[src/rtl/core/brfwr_pkg.sv]
`timescale 1ns / 1ps
`default_nettype none
// ----------------------------------------------------------------------------
// brfwr_pkg
// Shared types, codes and helpers of the byte ring fifo with wrap regions.
// ----------------------------------------------------------------------------
package brfwr_pkg;

    localparam int unsigned DEF_MAX_DEPTH      = 4096;
    localparam int unsigned DEF_MAX_READ_BURST = 64;
    localparam logic [3:0]  LG_LIMIT           = 4'd12;

    // request codes on the input port
    localparam logic [2:0] REQ_STORE   = 3'd0;
    localparam logic [2:0] REQ_ADVANCE = 3'd1;
    localparam logic [2:0] REQ_READ    = 3'd2;
    localparam logic [2:0] REQ_QUERY   = 3'd3;
    localparam logic [2:0] REQ_CLEAR   = 3'd4;

    // result status codes
    localparam logic [1:0] ST_OK    = 2'd0;
    localparam logic [1:0] ST_NONE  = 2'd1;
    localparam logic [1:0] ST_CLAMP = 2'd2;

    typedef enum logic [2:0] {
        OP_STORE   = 3'd0,
        OP_ADVANCE = 3'd1,
        OP_READ    = 3'd2,
        OP_QUERY   = 3'd3,
        OP_CLEAR   = 3'd4,
        OP_NOP     = 3'd5
    } t_op;

    typedef struct packed {
        t_op         op;
        logic [7:0]  data;
        logic [11:0] offset;
        logic [12:0] amount;
    } t_cmd;

    function automatic int unsigned floor_log2(input int unsigned v);
        int unsigned r;
        r = 0;
        for (int i = 1; i < 32; i++) begin
            if ((v >> i) != 0) r = i;
        end
        return r;
    endfunction

    // clamp the register value to 1..12, then to the largest store size
    function automatic logic [3:0] eff_lg(input logic [3:0] v, input logic [3:0] lg_max);
        logic [3:0] r;
        r = v;
        if (r < 4'd1) r = 4'd1;
        if (r > LG_LIMIT) r = LG_LIMIT;
        if (r > lg_max) r = lg_max;
        return r;
    endfunction

endpackage
`default_nettype wire

[src/rtl/core/brfwr_front.sv]
`timescale 1ns / 1ps
`default_nettype none
// ----------------------------------------------------------------------------
// brfwr_front
// Accepts requests, decodes the request code and holds them in a two-entry
// command queue for the back end.
// ----------------------------------------------------------------------------
module brfwr_front import brfwr_pkg::*; (
    input  wire logic        i_clk,
    input  wire logic        i_rst_n,
    input  wire logic        start,
    input  wire logic [2:0]  i_req_type,
    input  wire logic [7:0]  i_data_byte,
    input  wire logic [11:0] i_store_offset,
    input  wire logic [12:0] i_amount,
    output logic             busy,
    output logic             o_head_vld,
    output t_cmd             o_head,
    input  wire logic        i_pop
);

    t_cmd       r_q [2];
    logic       r_wr, n_wr;
    logic       r_rd, n_rd;
    logic [1:0] r_cnt, n_cnt;
    logic       push;
    t_cmd       cmd;

    assign busy       = (r_cnt == 2'd2);
    assign push       = start && !busy;
    assign o_head_vld = (r_cnt != 2'd0);
    assign o_head     = r_q[r_rd];

    always_comb begin
        cmd.data   = i_data_byte;
        cmd.offset = i_store_offset;
        cmd.amount = i_amount;
        unique case (i_req_type)
            REQ_STORE:   cmd.op = OP_STORE;
            REQ_ADVANCE: cmd.op = OP_ADVANCE;
            REQ_READ:    cmd.op = OP_READ;
            REQ_QUERY:   cmd.op = OP_QUERY;
            REQ_CLEAR:   cmd.op = OP_CLEAR;
            default:     cmd.op = OP_NOP;
        endcase
    end

    always_comb begin
        n_wr  = r_wr;
        n_rd  = r_rd;
        n_cnt = r_cnt;
        if (push) begin
            n_wr = !r_wr;
        end
        if (i_pop && o_head_vld) begin
            n_rd = !r_rd;
        end
        priority if (push && !(i_pop && o_head_vld)) begin
            n_cnt = r_cnt + 2'd1;
        end else if (!push && i_pop && o_head_vld) begin
            n_cnt = r_cnt - 2'd1;
        end else begin
            n_cnt = r_cnt;
        end
    end

    always_ff @(posedge i_clk) begin
        if (!i_rst_n) begin
            r_wr  <= 1'b0;
            r_rd  <= 1'b0;
            r_cnt <= 2'd0;
        end else begin
            r_wr  <= n_wr;
            r_rd  <= n_rd;
            r_cnt <= n_cnt;
        end
    end

    always_ff @(posedge i_clk) begin
        if (push) begin
            r_q[r_wr] <= cmd;
        end
    end

endmodule
`default_nettype wire

[config.mk]
export PLATFORM = sky130hd
export DESIGN_NAME = brfwr_front
export DESIGN_NICKNAME = d
export VERILOG_FILES = /design/src/rtl/core/brfwr_pkg.sv /design/src/rtl/core/brfwr_front.sv
export SDC_FILE = /design/constraint.sdc
export NUM_CORES = 1
export LEC_CHECK = 0
export ABC_AREA = 1
export BUFFER_PORTS_ARGS = -buffer_cell sky130_fd_sc_hd__buf_2
export CAP_MARGIN = 20
export CORE_MARGIN = 2
export CORE_UTILIZATION = 55
export CTS_CLUSTER_SIZE = 24
export DETAILED_ROUTE_END_ITERATION = 10
export PLACE_DENSITY = 0.79
export SYNTH_ARGS = -nofsm -noshare
export SYNTH_HDL_FRONTEND = slang
export SYNTH_SLANG_ARGS = --single-unit
[constraint.sdc]
create_clock -name i_clk -period 7.3 [get_ports i_clk]
set_clock_uncertainty 0.1 [all_clocks]
set_input_delay 1.46 -clock i_clk [delete_from_list [all_inputs] [get_ports i_clk]]
set_output_delay 1.46 -clock i_clk [all_outputs]
set_load 0.02 [all_outputs]
# Word-level counts from Yosys, hierarchy flattened
# Memories as Yosys holds them, arrays and structs flattened. A register that Yosys moved wholly into a read port is not among the register bits.
# Index checks and enable logic that the tools add are counted.
[totals]
register_bits = 4
latchBits = 0
mem_bits_rw = 72
romBits = 0
out_inout_bits = 38
word_cells = 31
n_memories = 1
[classes]
n_addsub = 2
mul = 0
div_mod_pow = 0
order_cmp = 0
eq_ne = 5
n_shift = 0
mux = 7
bitwise = 0
n_reduce_logical = 13
[memory_table]
columns = ["name", "depth", "width", "read_ports", "rd_clocked_by_memory_dff", "wr", "line", "source"]
rows = [
  ["r_q", 2, 36, 1, 1, 1, "brfwr_front.sv:22", "t_cmd r_q [2];"],
]
[op_table]
columns = ["operator", "count"]
rows = [
  ["$pmux W3 S5", 1],
  ["$eq A3 B2 Y1 const B", 2],
  ["$logic_and A1 B1 Y1", 5],
  ["$logic_not A1 Y1", 5],
  ["$mux W1", 4],
  ["$mux W2", 2],
  ["$reduce_bool A2 Y1", 2],
  ["$eq A3 B1 Y1 const B", 1],
  ["$eq A3 B3 Y1 const B", 1],
  ["$logic_not A3 Y1", 1],
  ["$add A2 B1 Y2 const B", 1],
  ["$eq A2 B2 Y1 const B", 1],
  ["$sub A2 B1 Y2 const B", 1],
]

# Depth between registers and ports, before layout
[logic_depth]
depth_word = 8
depth_mapped = 7
ltp_nobuf = 7

# Worst setup path before layout
# Ideal clock, no wire load.
[synth_timing]
path_type = "input -> register"
from = "input start"
to = "memory r_q[1][0] (netlist name) (enable)"
arrival_ps = 3120
setup_slack_ps = 3649
cell_stages = 2
path_buffers = 0
cell_sequence = "nand2_1 nor2_1"
[synth_via]
elab_chain_cells = 3
[synth_rtl]
columns = ["item", "line", "source"]
rows = [
  ["start: declaration", "brfwr_front.sv:11", "input wire logic start,"],
  ["$logic_and A1 B1 Y1", "brfwr_front.sv:30", "assign push = start && !busy;"],
  ["$mux W1", "brfwr_front.sv:80", "if (push) begin"],
  ["$mux W1 (not written as such)", "brfwr_front.sv:81", "r_q[r_wr] <= cmd;"],
  ["end: declaration", "brfwr_front.sv:22", ""],
]
# No other way between the ends.

==> results by group <==
Global routing
  – First-pass GRT wire length: 7424 um
  – Total gr overflow: 0
  – Tot GR Track Use: 0.1663
  – Number of global-route vias before repair: 1570
  – Initial antenna violation count: 0
  – Largest net degree at the start of global routing: 38

Timing
  – Final Cycle Share: 0.4507
  – Max Slew Vio Count: 0
  – Setup TNS: 0 ps
  – Slew at the pin closest to its max-slew limit: 1025 ps
  – Peak Freq: 303.9 MHz
  – Minimum clock period: 3290 ps
  – Rel. slew slack: 0.3150
  – RSZ-0062 raised after global routing: false
  – Final Hold Vio Count: 0
  – Final setup violation count: 0

Drt
  – ANT nets after route: 0
  – DRC violations left: 0
  – WL per Instance: 14.85 um
  – Vias per cell: 4.933
  – 1st-iter DRT viols: 67
  – DR vias: 1539
  – DRT Pass-1 Iters: 4
  – Routed WL: 4633 um

Power
  – Clock share of power: 0.343
  – Seq pwr share: 0.527
  – Leakage: 1.487 nW
  – Power Density: 269.6 nW/um^2
  – Net switching power: 0.2181 mW
  – Gate power share: 0.130
  – Power Internal: 0.7726 mW
  – Switch share: 0.2202
  – Pwr Total: 0.9907 mW
  – Maximum VDD drop: 0.1637 mV

Final layout
  – FILL cells: 335
  – Share of layout cells above drive strength 1: 0.5455
  – Nets@finish: 277
  – Post-Layout Cell Count: 312
  – ANT cells: 0
  – Synth-to-layout area growth: 22.68%

Worst setup path
  – WP data required: 5740 ps
  – Max incr delay on CP: 600 ps
  – Worst path slowest cell: dfxtp_2
  – Worst Path Max Fanout: 25
  – Worst EP arrival: 1730 ps
  – Critical Setup Path Class: flip-flop to output pin
  – Type of origin of the critical path: flip-flop
  – Critical Path End Type: output pin
  – Crit path cell chain: buf_12 -> mux2_2 -> buf_2

Placed design
  – IO Port Bufs: 77
  – RePlAce Congestion: 0.6816
  – Final HPWL DP: 3052 um
  – # placed instances: 295

Min path
  – HP Class: flip-flop to flip-flop

Floorplan
  – Chip Width: 77.80 um
  – Die Ht: 77.80 um
  – Die ar.: 6052 sq um
  – Starting Density: 0.5791
  – Rows: 26
  – Core Area: 5172 sq um
  – Ports: 78

Logic synthesis
  – Post-synthesis instance total: 152
  – Sequential element share of the synthesized area: 0.7552
  – Syn Std Cell Area: 2995 sq um
  – Synth warnings: 0
  – Post-Syn Nets: 192
  – Mean area per synthesized cell: 19.71 sq um
  – Synth Register Bits: 77
  – Distinct cells, synth: 14

CTS
  – Setup Buffers After CTS: 0
  – Post-CTS Resized: 0
  – Max Root-Sink Buffers: 2
  – CTS buffer count: 9
  – Clock Tree Root: clkbuf_8
  – TritonCTS Sinks: 77
  – CTS hold repair buffers: 0
  – Worst skew pair latency: 330 ps
  – Max H-tree Level: 3
  – TritonCTS clock tree: yes
  – Worst-path clk slew: 70 ps

Run status
  – Status: finished clean

Run
  – Max-cap violations: 0
## metrics by stage
step / hold slack, ps / cell area [sq um] / util / setup slack [ps]
finish: 409.0 / 3675 / 0.7105 / 4010
global route: 431.7 / 3675 / 0.7105 / 3919
CTS: 413.7 / 3647 / 0.7051 / 3961
detailed placement: 396.3 / 3430 / 0.6630 / 4151
global placement: 377.6 / 3410 / 0.6592 / 4043
floorplan: 365.0 / 2995 / - / 3649
## layout make-up
type,instances,area [sq um],area share
Sequential cell,77,2263,0.6159
Multi-Input combinational cell,64,650.6,0.1771
Timing Repair Buffer,79,432.9,0.1178
Clock buffer,12,145.1,0.03950
Tap cell,70,87.58,0.02383
Clock inverter,4,72.57,0.01975
Inverter,6,22.52,0.006129
## synth_stat cells, drive strengths merged
master,count,share of area
edfxtp,72,0.72
mux2,36,0.17
nand2,12,0.015
nor2,10,0.013
inv,6,0.0075
dfxtp,5,0.033
buf,4,0.024
nand3,3,0.0050
a21o,1,0.0025
a21oi,1,0.0017
clkbuf,1,0.0013
nand3b,1,0.0025
## critical path, delay by kind of cell (launching register included)
kind / cells / cell delay [ps]
flip-flops: 1 / 600
buffers and inverters: 2 / 440
multiplexers: 1 / 360
## registers in the layout, indices dropped and copies added, names as in the netlist, named ones only
signal,cells
r_rd,1
r_q,72
r_wr,1
r_cnt,2
## routing by layer
metal | vias to the layer above | share of wire | GRT usage
li1 | 738 | - | -
met1 | 751 | 0.40 | 0.1869
met2 | 44 | 0.55 | 0.2871
met3 | 6 | 0.046 | 0.04884
met4 | 0 | 0.011 | 0.08393
met5 | - | 0 | 0
## worst paths after layout
kind         slack (ps)       from  cells past startpoint          to
min reg2reg         410       r_rd                      2        r_rd
max                4010  flip-flop                      3   o_head[3]
max reg2reg        5240   r_cnt[0]                      4  r_q[0][19]
min                 410       r_rd                      2        r_rd
## logic make-up after synthesis
family / Yosys count / synth area share
DFF: 77 / 0.7552
AOI/OAI and AO/OA: 2 / 0.004176
muxes: 36 / 0.1729
and+or+nand+nor: 26 / 0.03509
buffers and inverters: 11 / 0.03258
## power groups by stage
stage	Combinational [mW]	Sequential (mW)	Clock (mW)
after detailed placement	0.128	0.533	0
after CTS	0.128	0.523	0.348
after global placement	0.119	0.537	0
after floorplan	0.0942	0.528	0
final	0.128	0.522	0.340
after global routing	0.137	0.525	0.366
## placed cells by master (no fill, tap or decap), drive strengths merged
| master | Yosys | layout |
|---|---|---|
| nor2 | 10 | 10 |
| a21o | 1 | 1 |
| nand2 | 12 | 12 |
| inv | 6 | 6 |
| clkbuf | 1 | 12 |
| mux2 | 36 | 36 |
| buf | 4 | 79 |
| bufinv | 0 | 2 |
| nand3b | 1 | 1 |
| edfxtp | 72 | 72 |
| nand3 | 3 | 3 |
| dfxtp | 5 | 5 |
| clkinv | 0 | 1 |
| clkinvlp | 0 | 1 |
| a21oi | 1 | 1 |
Power figures use the tool's default switching activity.
